**src/hdl/zhwr_pkg.sv**
```systemverilog
// zhwr_pkg: shared types, constants and helpers for the zone hysteresis
// weighted rotation unit. Depends on nothing; every other file uses it.
package zhwr_pkg;

    // Metric lanes and rotation slots
    localparam int NUM_METRICS   = 5;   // metrics allowed into the rotation (up to METRIC_INPUTS)
    localparam int METRIC_INPUTS = 5;   // metrics carried by each tick
    localparam int SLOT_W        = $clog2(METRIC_INPUTS);
    localparam int SORT_STEPS    = METRIC_INPUTS * (METRIC_INPUTS - 1) / 2;
    localparam int STEP_W        = $clog2(SORT_STEPS);

    // Arithmetic widths
    localparam int VAL_W   = 8;
    localparam int WGT_W   = 6;
    localparam int PROD_W  = VAL_W + WGT_W;
    localparam int REL_W   = 8;

    // Divide by 50: x * 5243 >> 18 is exact for x below 2**14
    localparam int RECIP_W     = 13;
    localparam int RECIP_SHIFT = 18;
    localparam logic [RECIP_W-1:0] RECIP_50 = RECIP_W'(5243);
    localparam int SCALE_W     = PROD_W + RECIP_W;

    localparam logic [VAL_W-1:0] NEUTRAL    = VAL_W'(50);
    localparam logic [VAL_W-1:0] ZONE_BND_0 = VAL_W'(25);
    localparam logic [VAL_W-1:0] ZONE_BND_1 = VAL_W'(50);
    localparam logic [VAL_W-1:0] ZONE_BND_2 = VAL_W'(75);

    // Configuration register indexes and reset values
    localparam logic [1:0] CFG_DWELL_LEN     = 2'd0;
    localparam logic [1:0] CFG_REL_FLOOR     = 2'd1;
    localparam logic [1:0] CFG_CONFIRM_COUNT = 2'd2;
    localparam logic [7:0] RST_DWELL_LEN     = 8'd30;
    localparam logic [7:0] RST_REL_FLOOR     = 8'd10;
    localparam logic [2:0] RST_CONFIRM_COUNT = 3'd3;
    localparam logic [7:0] DWELL_MAX         = 8'd255;

    // Input function codes
    localparam logic FUNC_TICK    = 1'b0;
    localparam logic FUNC_ADVANCE = 1'b1;

    typedef logic [1:0]        t_zone;
    typedef logic [2:0]        t_face;
    typedef logic [REL_W-1:0]  t_rel;

    // Weight per zone (row) and metric (column)
    localparam logic [WGT_W-1:0] WEIGHTS [4][METRIC_INPUTS] = '{
        '{6'd30, 6'd25, 6'd5,  6'd10, 6'd30},
        '{6'd20, 6'd20, 6'd30, 6'd10, 6'd20},
        '{6'd15, 6'd20, 6'd5,  6'd40, 6'd20},
        '{6'd10, 6'd35, 6'd0,  6'd10, 6'd45}
    };

    // Exchange sort compare order: (i, j) for i < j, i outer
    localparam int SORT_I [SORT_STEPS] = '{0, 0, 0, 0, 1, 1, 1, 2, 2, 3};
    localparam int SORT_J [SORT_STEPS] = '{1, 2, 3, 4, 2, 3, 4, 3, 4, 4};

    typedef struct packed {
        logic             func;
        logic [VAL_W-1:0] score;
        logic [VAL_W-1:0] sleep_metric;
        logic [VAL_W-1:0] emotion_metric;
        logic [VAL_W-1:0] work_metric;
        logic [VAL_W-1:0] energy_metric;
        logic [VAL_W-1:0] comfort_metric;
    } t_in;

    typedef struct packed {
        t_face face_now;
        t_zone zone_now;
        t_face faces_in_rotation;
    } t_out;

    // Compacted list handed from the merge stage to the sorter
    typedef struct packed {
        logic [METRIC_INPUTS-1:0][2:0]       faces;
        logic [METRIC_INPUTS-1:0][REL_W-1:0] rels;
        t_face                               count;
    } t_merge;

    function automatic t_zone zone_of(input logic [VAL_W-1:0] score);
        t_zone z;
        if (score <= ZONE_BND_0)      z = 2'd0;
        else if (score <= ZONE_BND_1) z = 2'd1;
        else if (score <= ZONE_BND_2) z = 2'd2;
        else                          z = 2'd3;
        return z;
    endfunction

endpackage

```
**src/hdl/zone_hysteresis_weighted_rotation_unit.sv**
```systemverilog
// Zone hysteresis weighted rotation unit: top level with the control sequencer,
// the metric lanes, the merge stage and the exchange sorter.
// Uses zhwr_pkg, zhwr_lane and zhwr_merge.
// Sequence: evaluate, then the result; when a zone change rebuilds the rotation:
//   evaluate, 2 lane stages, merge, 10 sort steps, then the result.
// Flow: a new item is taken only once the last one is through; the sorter does
//   one compare-exchange per cycle during a rebuild.
// Reset: synchronous, active low; control and config registers to defaults only.
module zone_hysteresis_weighted_rotation_unit (
    input  logic               i_clk,
    input  logic               i_rst_n,
    // input item channel
    input  logic               i_in_valid,
    output logic               o_in_ready,
    input  zhwr_pkg::t_in      i_in_data,
    // result channel
    output logic               o_out_valid,
    input  logic               i_out_ready,
    output zhwr_pkg::t_out     o_out_data,
    // configuration write port
    input  logic               i_cfg_we,
    input  logic [1:0]         i_cfg_index,
    input  logic [7:0]         i_cfg_data
);

    typedef enum logic [2:0] {
        S_IDLE,
        S_EVAL,
        S_LANE1,
        S_LANE2,
        S_MERGE,
        S_SORT,
        S_OUT
    } t_state;

    t_state                     r_state;

    // configuration
    logic [7:0]                 r_dwell_len;
    zhwr_pkg::t_rel             r_min_rel;
    logic [2:0]                 r_confirm;

    // hysteresis and rotation state
    zhwr_pkg::t_zone            r_zone;
    zhwr_pkg::t_zone            r_pend;
    logic [2:0]                 r_cc;
    logic [7:0]                 r_dwell;
    zhwr_pkg::t_face            r_len;
    zhwr_pkg::t_face            r_pos;
    logic [zhwr_pkg::STEP_W-1:0] r_step;

    // held item and rotation list (list has no reset: read only below r_len)
    zhwr_pkg::t_in              r_item;
    logic [zhwr_pkg::METRIC_INPUTS-1:0][2:0]                r_face;
    logic [zhwr_pkg::METRIC_INPUTS-1:0][zhwr_pkg::REL_W-1:0] r_srel;

    logic                       r_out_valid;
    zhwr_pkg::t_out             r_out_data;

    // next values of the evaluate step
    zhwr_pkg::t_zone            n_zone;
    zhwr_pkg::t_zone            n_pend;
    logic [2:0]                 n_cc;
    logic [7:0]                 n_dwell;
    zhwr_pkg::t_face            n_pos;
    logic                       n_rebuild;

    // next values of one sort step
    logic [zhwr_pkg::METRIC_INPUTS-1:0][2:0]                n_face;
    logic [zhwr_pkg::METRIC_INPUTS-1:0][zhwr_pkg::REL_W-1:0] n_srel;

    zhwr_pkg::t_out             n_out;

    logic [zhwr_pkg::METRIC_INPUTS-1:0][zhwr_pkg::VAL_W-1:0] metric;
    logic [zhwr_pkg::METRIC_INPUTS-1:0][zhwr_pkg::REL_W-1:0] lane_rel;
    zhwr_pkg::t_merge           merged;

    assign o_in_ready  = (r_state == S_IDLE);
    assign o_out_valid = r_out_valid;
    assign o_out_data  = r_out_data;

    assign metric[0] = r_item.sleep_metric;
    assign metric[1] = r_item.emotion_metric;
    assign metric[2] = r_item.work_metric;
    assign metric[3] = r_item.energy_metric;
    assign metric[4] = r_item.comfort_metric;

    // One lane per metric; weights follow the newly confirmed zone
    for (genvar g = 0; g < zhwr_pkg::METRIC_INPUTS; g++) begin : g_lane
        zhwr_lane u_lane (
            .i_clk    (i_clk),
            .i_weight (zhwr_pkg::WEIGHTS[r_zone][g]),
            .i_value  (metric[g]),
            .o_rel    (lane_rel[g])
        );
    end

    zhwr_merge u_merge (
        .i_rels    (lane_rel),
        .i_min_rel (r_min_rel),
        .o_merge   (merged)
    );

    // Evaluate one item: manual advance, zone hysteresis or dwell counting
    always_comb begin
        zhwr_pkg::t_zone nz;
        logic [2:0]      cc_inc;
        logic [7:0]      dwell_inc;
        zhwr_pkg::t_face pos_inc;
        nz        = zhwr_pkg::zone_of(r_item.score);
        cc_inc    = r_cc + 3'd1;
        dwell_inc = (r_dwell < zhwr_pkg::DWELL_MAX) ? (r_dwell + 8'd1) : r_dwell;
        pos_inc   = ((r_pos + 3'd1) >= r_len) ? 3'd0 : (r_pos + 3'd1);
        n_zone    = r_zone;
        n_pend    = r_pend;
        n_cc      = r_cc;
        n_dwell   = r_dwell;
        n_pos     = r_pos;
        n_rebuild = 1'b0;
        if (r_item.func == zhwr_pkg::FUNC_ADVANCE) begin
            if (r_len != 3'd0) begin
                n_pos   = pos_inc;
                n_dwell = '0;
            end
        end else if (nz != r_zone) begin
            if (nz == r_pend) begin
                n_cc = cc_inc;
                if (cc_inc >= r_confirm) begin
                    // confirmed: switch zone and rebuild the rotation
                    n_zone    = nz;
                    n_cc      = '0;
                    n_rebuild = 1'b1;
                end
            end else begin
                n_pend = nz;
                n_cc   = 3'd1;
            end
        end else begin
            n_pend  = r_zone;
            n_cc    = '0;
            n_dwell = dwell_inc;
            if (dwell_inc >= r_dwell_len && r_len != 3'd0) begin
                n_pos   = pos_inc;
                n_dwell = '0;
            end
        end
    end

    // One compare-exchange of the sort, pair chosen by the step count
    always_comb begin
        n_face = r_face;
        n_srel = r_srel;
        for (int p = 0; p < zhwr_pkg::SORT_STEPS; p++) begin
            if (r_step == zhwr_pkg::STEP_W'(p)
                    && 3'(zhwr_pkg::SORT_J[p]) < r_len
                    && r_srel[zhwr_pkg::SORT_J[p]] > r_srel[zhwr_pkg::SORT_I[p]]) begin
                n_face[zhwr_pkg::SORT_I[p]] = r_face[zhwr_pkg::SORT_J[p]];
                n_face[zhwr_pkg::SORT_J[p]] = r_face[zhwr_pkg::SORT_I[p]];
                n_srel[zhwr_pkg::SORT_I[p]] = r_srel[zhwr_pkg::SORT_J[p]];
                n_srel[zhwr_pkg::SORT_J[p]] = r_srel[zhwr_pkg::SORT_I[p]];
            end
        end
    end

    always_comb begin
        n_out.face_now          = (r_len == 3'd0) ? 3'd0 : r_face[r_pos];
        n_out.zone_now          = r_zone;
        n_out.faces_in_rotation = r_len;
    end

    always_ff @(posedge i_clk) begin
        if (!i_rst_n) begin
            r_state       <= S_IDLE;
            r_dwell_len   <= zhwr_pkg::RST_DWELL_LEN;
            r_min_rel     <= zhwr_pkg::RST_REL_FLOOR;
            r_confirm     <= zhwr_pkg::RST_CONFIRM_COUNT;
            r_zone        <= '0;
            r_pend        <= '0;
            r_cc          <= '0;
            r_dwell       <= '0;
            r_len         <= '0;
            r_pos         <= '0;
            r_step        <= '0;
            r_out_valid   <= 1'b0;
        end else begin
            if (i_cfg_we) begin
                case (i_cfg_index)
                    zhwr_pkg::CFG_DWELL_LEN:     r_dwell_len <= i_cfg_data;
                    zhwr_pkg::CFG_REL_FLOOR:     r_min_rel   <= i_cfg_data;
                    zhwr_pkg::CFG_CONFIRM_COUNT: r_confirm   <= i_cfg_data[2:0];
                    default: ;
                endcase
            end

            // result register: loaded from S_OUT, cleared once taken downstream
            if (r_state == S_OUT && (!r_out_valid || i_out_ready)) begin
                r_out_valid <= 1'b1;
            end else if (r_out_valid && i_out_ready) begin
                r_out_valid <= 1'b0;
            end

            case (r_state)
                S_IDLE: begin
                    if (i_in_valid) begin
                        r_item  <= i_in_data;
                        r_state <= S_EVAL;
                    end
                end
                S_EVAL: begin
                    r_zone  <= n_zone;
                    r_pend  <= n_pend;
                    r_cc    <= n_cc;
                    r_dwell <= n_dwell;
                    r_pos   <= n_pos;
                    r_state <= n_rebuild ? S_LANE1 : S_OUT;
                end
                S_LANE1: r_state <= S_LANE2;
                S_LANE2: r_state <= S_MERGE;
                S_MERGE: begin
                    r_face  <= merged.faces;
                    r_srel  <= merged.rels;
                    r_len   <= merged.count;
                    r_pos   <= '0;
                    r_dwell <= '0;
                    r_step  <= '0;
                    r_state <= S_SORT;
                end
                S_SORT: begin
                    r_face <= n_face;
                    r_srel <= n_srel;
                    r_step <= r_step + 1'b1;
                    if (r_step == zhwr_pkg::STEP_W'(zhwr_pkg::SORT_STEPS - 1)) begin
                        r_state <= S_OUT;
                    end
                end
                S_OUT: begin
                    // wait here while the previous result is still unclaimed
                    if (!r_out_valid || i_out_ready) begin
                        r_out_data  <= n_out;
                        r_state     <= S_IDLE;
                    end
                end
                default: r_state <= S_IDLE;
            endcase
        end
    end

endmodule

```
**src/hdl/zhwr_lane.sv**
```systemverilog
// zhwr_lane: relevance of one metric, weight * |value - 50| / 50, in two
// registered stages (multiply, then reciprocal divide). Uses zhwr_pkg.
module zhwr_lane (
    input  logic                         i_clk,
    input  logic [zhwr_pkg::WGT_W-1:0]   i_weight,
    input  logic [zhwr_pkg::VAL_W-1:0]   i_value,
    output zhwr_pkg::t_rel               o_rel
);

    logic [zhwr_pkg::VAL_W-1:0]   dev;
    logic [zhwr_pkg::PROD_W-1:0]  r_prod;
    logic [zhwr_pkg::SCALE_W-1:0] scaled;
    zhwr_pkg::t_rel               r_rel;

    assign dev = (i_value > zhwr_pkg::NEUTRAL) ? (i_value - zhwr_pkg::NEUTRAL)
                                                : (zhwr_pkg::NEUTRAL - i_value);

    assign scaled = zhwr_pkg::SCALE_W'(r_prod) * zhwr_pkg::SCALE_W'(zhwr_pkg::RECIP_50);

    always_ff @(posedge i_clk) begin
        r_prod <= zhwr_pkg::PROD_W'(dev) * zhwr_pkg::PROD_W'(i_weight);
        r_rel  <= scaled[zhwr_pkg::RECIP_SHIFT +: zhwr_pkg::REL_W];
    end

    assign o_rel = r_rel;

endmodule

```
**src/hdl/zhwr_merge.sv**
```systemverilog
// zhwr_merge: gathers the lanes whose relevance clears the minimum into a
// packed list in metric order, with the count. Uses zhwr_pkg.
module zhwr_merge (
    input  logic [zhwr_pkg::METRIC_INPUTS-1:0][zhwr_pkg::REL_W-1:0] i_rels,
    input  zhwr_pkg::t_rel                                          i_min_rel,
    output zhwr_pkg::t_merge                                        o_merge
);

    always_comb begin
        zhwr_pkg::t_merge          res;
        logic [zhwr_pkg::SLOT_W-1:0] k;
        res = '0;
        k   = '0;
        for (int i = 0; i < zhwr_pkg::METRIC_INPUTS; i++) begin
            if (i < zhwr_pkg::NUM_METRICS && i_rels[i] >= i_min_rel) begin
                res.faces[k] = 3'(i);
                res.rels[k]  = i_rels[i];
                k            = k + 1'b1;
            end
        end
        res.count = 3'(k);
        o_merge   = res;
    end

endmodule

```
**config.mk**
```make
export PLATFORM = sky130hd
export DESIGN_NAME = zone_hysteresis_weighted_rotation_unit
export DESIGN_NICKNAME = d
export VERILOG_FILES = /design/src/hdl/zhwr_pkg.sv /design/src/hdl/zone_hysteresis_weighted_rotation_unit.sv /design/src/hdl/zhwr_lane.sv /design/src/hdl/zhwr_merge.sv
export SDC_FILE = /design/constraint.sdc
export NUM_CORES = 2
export LEC_CHECK = 0
export BUFFER_PORTS_ARGS = -buffer_cell sky130_fd_sc_hd__buf_2
export CAP_MARGIN = 20
export CORE_MARGIN = 3
export CORE_UTILIZATION = 63
export DETAILED_ROUTE_END_ITERATION = 8
export PLACE_DENSITY = 0.8
export SLEW_MARGIN = 20
export SYNTH_ARGS = -nofsm -noshare
export SYNTH_HDL_FRONTEND = slang
export SYNTH_SLANG_ARGS = --single-unit
```
**constraint.sdc**
```tcl
create_clock -name i_clk -period 9 [get_ports i_clk]
set_input_delay 0.9 -clock i_clk [delete_from_list [all_inputs] [get_ports i_clk]]
set_output_delay 0.9 -clock i_clk [all_outputs]
set_load 0.01 [all_outputs]
```
# Yosys cells after proc, flatten, opt, wreduce, memory -nomap -nowiden

Index checks and enable logic that the tools add are counted.

Flip-flop bits (word level): 270
Input bits: 64

$add $sub $neg: 18
Bitwise gates (word level): 11
$lt $le $gt $ge: 41
Eq/ne operators: 31
Muxes and demuxes: 106
Reductions and logical operators: 53
Multiply operators: 10

Operator list:

| cell                                                                  | count |
|---|---|
| 8-bit two-way mux                                                     | 27 |
| 55-bit two-way mux                                                    | 3 |
| 40-bit bitwise mux                                                    | 4 |
| 14-bit by 13-bit multiplier with 26-bit output, second input constant | 5 |
| 3-bit two-way mux                                                     | 33 |
| 8-bit demux with 3-bit select                                         | 4 |
| 8-bit > comparator                                                    | 10 |
| 40-bit case mux with 2 select lines                                   | 1 |
| 8-bit by 6-bit multiplier with 14-bit output                          | 5 |
| 16-bit two-way mux                                                    | 4 |
| 30-bit binary-select mux with 2-bit select                            | 1 |
| 30-bit two-way mux                                                    | 2 |
| 53-bit two-way mux                                                    | 1 |
| 8-bit >= comparator                                                   | 6 |
| 8-bit by 6-bit > comparator with 1-bit output, second input constant  | 5 |
| 6-bit by 8-bit subtractor with 8-bit output, first input constant     | 5 |
| 8-bit by 6-bit subtractor with 8-bit output, second input constant    | 5 |
| 3-bit demux with 3-bit select                                         | 4 |
| 15-bit case mux with 2 select lines                                   | 1 |
| 3-bit AND reduction                                                   | 10 |
| 1-bit logical AND                                                     | 27 |
| 5-bit inequality test, second input constant                          | 5 |
| 6-bit two-way mux                                                     | 4 |
| 3-bit case mux with 7 select lines                                    | 1 |
| other kinds (52)                                                      | 97 |

# Logic depth before layout (Yosys ltp)

Word-level depth: 16
Mapped depth: 26
Depth with buffers taken out: 25

# Hierarchy

A second synthesis with hierarchy kept.

Cells, all modules: 4419
Area total of the unflattened synthesis: 40994.3 sq um

Modules (own cells, without submodules):

| module                                 | cells each | instances | area each (sq um) | seq. area each (sq um) |
|---|---|---|---|---|
| zhwr_lane at g_lane[0].u_lane ...      | 597        | 3         | 5549.1            | 440.4 |
| zone_hysteresis_weighted_rotation_unit | 1075       | 1         | 10517.6           | 4324.1 |
| zhwr_lane at g_lane[3].u_lane          | 603        | 1         | 5626.6            | 440.4 |
| zhwr_lane at g_lane[4].u_lane          | 598        | 1         | 5542.8            | 440.4 |
| zhwr_merge                             | 352        | 1         | 2660.1            | 0.0 |

# Worst setup path before layout

No wires, ideal clock.

Kind: reg2reg
Start: register r_item (netlist bit metric[32])
End: register g_lane[4].u_lane.r_prod[13] (netlist name)
Slack: 3579 ps
Setup time: 72 ps
Data arrival time: 5349 ps
Required time: 8928 ps
Buffers on the path: 0
Stages on the path, launching flop included: 24
Path through: edfxtp_1 > inv_1 > ha_1 > o21ai_0 > a311oi_2 > o21ai_0 > o311a_1 > nor2_1 > xnor2_1 > nand2_1 > fa_1 > fa_1 > fa_1 > inv_1 > ha_1 > nor2b_1 > o21ai_0 > a21boi_0 > o21ai_0 > nand2b_1 > a31o_2 > a21o_1 > a21oi_1 > xnor2_1

Cells in the longest elaborated chain, start to end: 3
Elaborated cells on any way between the ends: 5
Classes of those cells: add/sub: 2; mul: 1; order compare: 1; mux: 1

Ends and longest elaborated chain:

| what                                                                | RTL line                                      | text |
|---|---|---|
| start, declared                                                     | zone_hysteresis_weighted_rotation_unit.sv:53  | `zhwr_pkg::t_in r_item;` |
| start signal, assigned                                              | zone_hysteresis_weighted_rotation_unit.sv:205 | `r_item <= i_in_data;` |
| 6-bit by 8-bit subtractor with 8-bit output (tied with other cells) | zhwr_lane.sv:16                               | `: (zhwr_pkg::NEUTRAL - i_value);` |
| 8-bit two-way mux (*)                                               | zhwr_lane.sv:15                               | `assign dev = (i_value > zhwr_pkg::NEUTRAL) ? (i_value - zhwr_pkg::NEUTRAL)` |
| 8-bit by 6-bit multiplier with 14-bit output (*)                    | zhwr_lane.sv:21                               | `r_prod <= zhwr_pkg::PROD_W'(dev) * zhwr_pkg::PROD_W'(i_weight);` |
| end signal, assigned                                                | zhwr_lane.sv:21                               |  |
| end, declared                                                       | zhwr_lane.sv:11                               | `logic [zhwr_pkg::PROD_W-1:0] r_prod;` |

Every way passes the cells marked *; elsewhere a longest branch is shown, timed or not.
A chain may end at the register's enable or synchronous reset.

# Worst setup path after layout

Start: register r_item (netlist bit metric[8])
End: register g_lane[1].u_lane.r_prod[13] (netlist name)

Cells in the longest elaborated chain, start to end: 3
Elaborated cells on any way between the ends: 5
Classes of those cells: add/sub: 2; mul: 1; order compare: 1; mux: 1

Ends and longest elaborated chain:

| what                                                                | RTL line |
|---|---|
| 6-bit by 8-bit subtractor with 8-bit output (tied with other cells) | zhwr_lane.sv:16 |
| 8-bit two-way mux (*)                                               | zhwr_lane.sv:15 |
| 8-bit by 6-bit multiplier with 14-bit output (*)                    | zhwr_lane.sv:21 |
| end signal, assigned                                                | zhwr_lane.sv:21 |
| end, declared                                                       | zhwr_lane.sv:11 |

Marks and branches as above.

==> out/metrics.yaml <==
place_ws_ns: 3.04
routed_via_density: 5.78
tns_ns: 0
setup_ws_ns: 2.89
pin_count: 74
drv_cap: 0
grt_max_degree: 88
relSlewSlack_pct: 22.1
dp_hpwl_mm: 68.4
io_buffers: 73
synth_top_area_share_pct: 25.6
crit_path_cell_trace: "inv_1 -> ha_1 -> nand2b_1 -> a21oi_1 -> nor3_1 -> o31ai_1 -> o41ai_1 -> xnor2_1 -> and2_1 -> fa_1 -> inv_1 -> fa_1 -> fa_1 -> inv_1 -> ha_1 -> nor2b_1 -> o21ai_0 -> a21boi_0 -> o21ai_0 -> nand2b_1 -> a31o_2 -> a21o_1 -> a21oi_1 -> xor2_1"
fmax_mhz: 164
synth_cell_types: 87
hold_viol: 0
place_area_um2: 38900
drt-initial-drc-count: 2168
cts.sinks: 269
antenna_cells: 0
syn_to_final_growth_pct: 6.65
fin_skew_ns: 0.0320
first_global_vias: 29000
slowest_delay_ns: 0.66
synthFlopType: "dfxtp_1"
cts_root_buffer: "clkbuf_16"
yosysTopAreaCell: "ha_1"
syn_nets: 5251
rsz0062_at_grt: "no"
worst_slew_pin_slew_ns: 1.16
critPathSlowestCell: "nor3_1"
grt_overflow: 0
antenna_left: 0
ctsResizeCount: 0
antenna_found_initial: 0
place.gp.congestion: 0.911
period_needed_ns: 6.11
drt-total-wl_mm: 85.1
grt_usage_pct: 27.7
synth_edf_count: 112
critical_path.max_fanout: 8
avgSynthCellArea_um2: 9.38
cts_inserted_buffers: 38
yosys_warnings: 0
critPathKind: "reg -> reg"
dp_cells: 4800
seq_area_frac_synth_pct: 17.2
initial_utilization_pct: 63.8
timing.final.crit_share_pct: 67.9
drive_above_1_share_pct: 5.42
synth_area_um2: 37700
grt_pass1_wl_mm: 143
fp.dieArea_um2: 62900
endpoint_kind: "flip-flop"
ys_ff_latch: 269
syn-instance-count: 4022
clk_latency_ns: 0.57
drt_pass1_iterations: 7
clockBufferDepth: 3
wire_per_inst_um: 17.5
fin_nets: 5296
clk_pin_slew_ns: 0.06
critPathTopFamily: "adder cells"
fillerInstances: 4392
cts_hold_buf: 0
vias: 28200
rows: 89
worst_ep_arrival_time_ns: 6.61
tritoncts: "built"
worstPathRequired_ns: 9.50
final-setup-viol-count: 0
final_max_slew_viol_count: 0
htreeDepth: 2
critPathBufInv: 3
fin_area_um2: 40200
core-area_um2: 59100
instances_no_fill: 4870
fp.dieH_um: 251
cp-start-kind: "flip-flop"
fp.dieW_um: 251
drcViolationCount: 0
postCtsSetupBuffers: 0
netlist_top_cells_area: "ha_1 26%, fa_1 21%, inv_1 9.1%"
min_path_type: "reg -> reg"
synthArstFlopShare_pct: 0
outcome: "completed"
-- per-stage QoR --
stage	utilization [%]	hold WS [ns]
4_1_cts	68.0	0.465
3_5_place_dp	65.8	0.480
2_1_floorplan	-	0.448
5_1_grt	68.1	0.477
3_3_place_gp	65.8	0.457
6_report	68.1	0.493
-- routing by layer --
layer / track usage, % / vias to the layer above / part of all wire (%)
met5: 0 / - / 0
met3: 4.41 / 192 / 6.7
li1: - / 13500 / -
met1: 36.9 / 13600 / 43
met4: 8.45 / 0 / 3.0
met2: 46.6 / 898 / 47
-- cell usage after synthesis, types with 35 or more instances --
| library cell | number |
|---|---|
| a21o_1 | 42 |
| a21oi_1 | 195 |
| and2_1 | 39 |
| clkbuf_1 | 72 |
| dfxtp_1 | 157 |
| edfxtp_1 | 112 |
| fa_1 | 394 |
| ha_1 | 771 |
| inv_1 | 917 |
| mux2i_1 | 58 |
| nand2_1 | 148 |
| nand2b_1 | 46 |
| nand3_1 | 85 |
| nor2_1 | 223 |
| nor2b_1 | 50 |
| nor3_1 | 54 |
| o211ai_1 | 57 |
| o21ai_0 | 112 |
| xnor2_1 | 91 |
| xor2_1 | 35 |
-- cell usage in the layout, fill, tap and decap left out, types with 50 or more instances in the layout --
cell	n
a21oi_1	195
buf_2	73
dfxtp_1	157
edfxtp_1	112
fa_1	394
ha_1	771
inv_1	917
mux2i_1	58
nand2_1	147
nand3_1	85
nor2_1	223
nor2b_1	50
nor3_1	53
o211ai_1	57
o21ai_0	112
xnor2_1	91
-- cells by family (layout without fill, tap and decap cells) --
logic type / after synthesis / after routing / synth area share [%]
AO/OA/AOI/OAI: 655 / 655 / 11.8
XOR/XNOR: 126 / 126 / 2.92
adder cells (fa/ha/maj): 1165 / 1165 / 46.5
buffers and inverters: 1006 / 1081 / 10.1
flip-flops: 269 / 269 / 17.2
multiplexers: 71 / 71 / 2.02
AND/OR/NAND/NOR: 730 / 730 / 9.39
-- worst register-to-register path, stage by stage, from the launching register on --
cell,delay [ns]
edfxtp_1,0.41
inv_1,0.18
ha_1,0.21
nand2b_1,0.11
a21oi_1,0.08
nor3_1,0.66
o31ai_1,0.18
o41ai_1,0.13
xnor2_1,0.20
and2_1,0.25
fa_1,0.57
inv_1,0.06
fa_1,0.46
fa_1,0.54
inv_1,0.04
ha_1,0.32
nor2b_1,0.14
o21ai_0,0.22
a21boi_0,0.16
o21ai_0,0.21
nand2b_1,0.12
a31o_2,0.29
a21o_1,0.18
a21oi_1,0.16
xor2_1,0.15
-- flip-flops by register name (all words and copies together), names as in the netlist, 4 cells and up --
signal                flops
r_item                    9
r_dwell_len               8
g_lane.u_lane.r_prod     69
r_step                    4
g_lane.u_lane.o_rel      40
metric                   40
r_dwell                   8
r_min_rel                 8
o_out_data                8
r_srel                   40
r_face                   15
-- area by class of cell --
class | instances | area [µm²] | share of cell area, %
sequential | 269 | 6510 | 16.2
multi-input combinational | 2747 | 27500 | 68.4
tap | 773 | 967 | 2.40
clock buffer | 50 | 1070 | 2.66
timing repair buffer | 90 | 493 | 1.23
inverter | 921 | 3460 | 8.59
clock inverter | 20 | 234 | 0.581
-- path summary, 6_finish.rpt --
| path | depth (start not counted) | from | endpoint | slack (ns) |
|---|---|---|---|---|
| max reg2reg | 24 | metric[8] | g_lane[1].u_lane.r_prod[13] | 2.89 |
| max | 24 | metric[8] | g_lane[1].u_lane.r_prod[13] | 2.89 |
| min reg2reg | 2 | r_cc[1] | r_cc[1] | 0.49 |
| min | 2 | r_cc[1] | r_cc[1] | 0.49 |
Power is left out: the tool's default activity adds up to more than one toggle a clock period on the data nets, which glitch-free logic cannot reach.
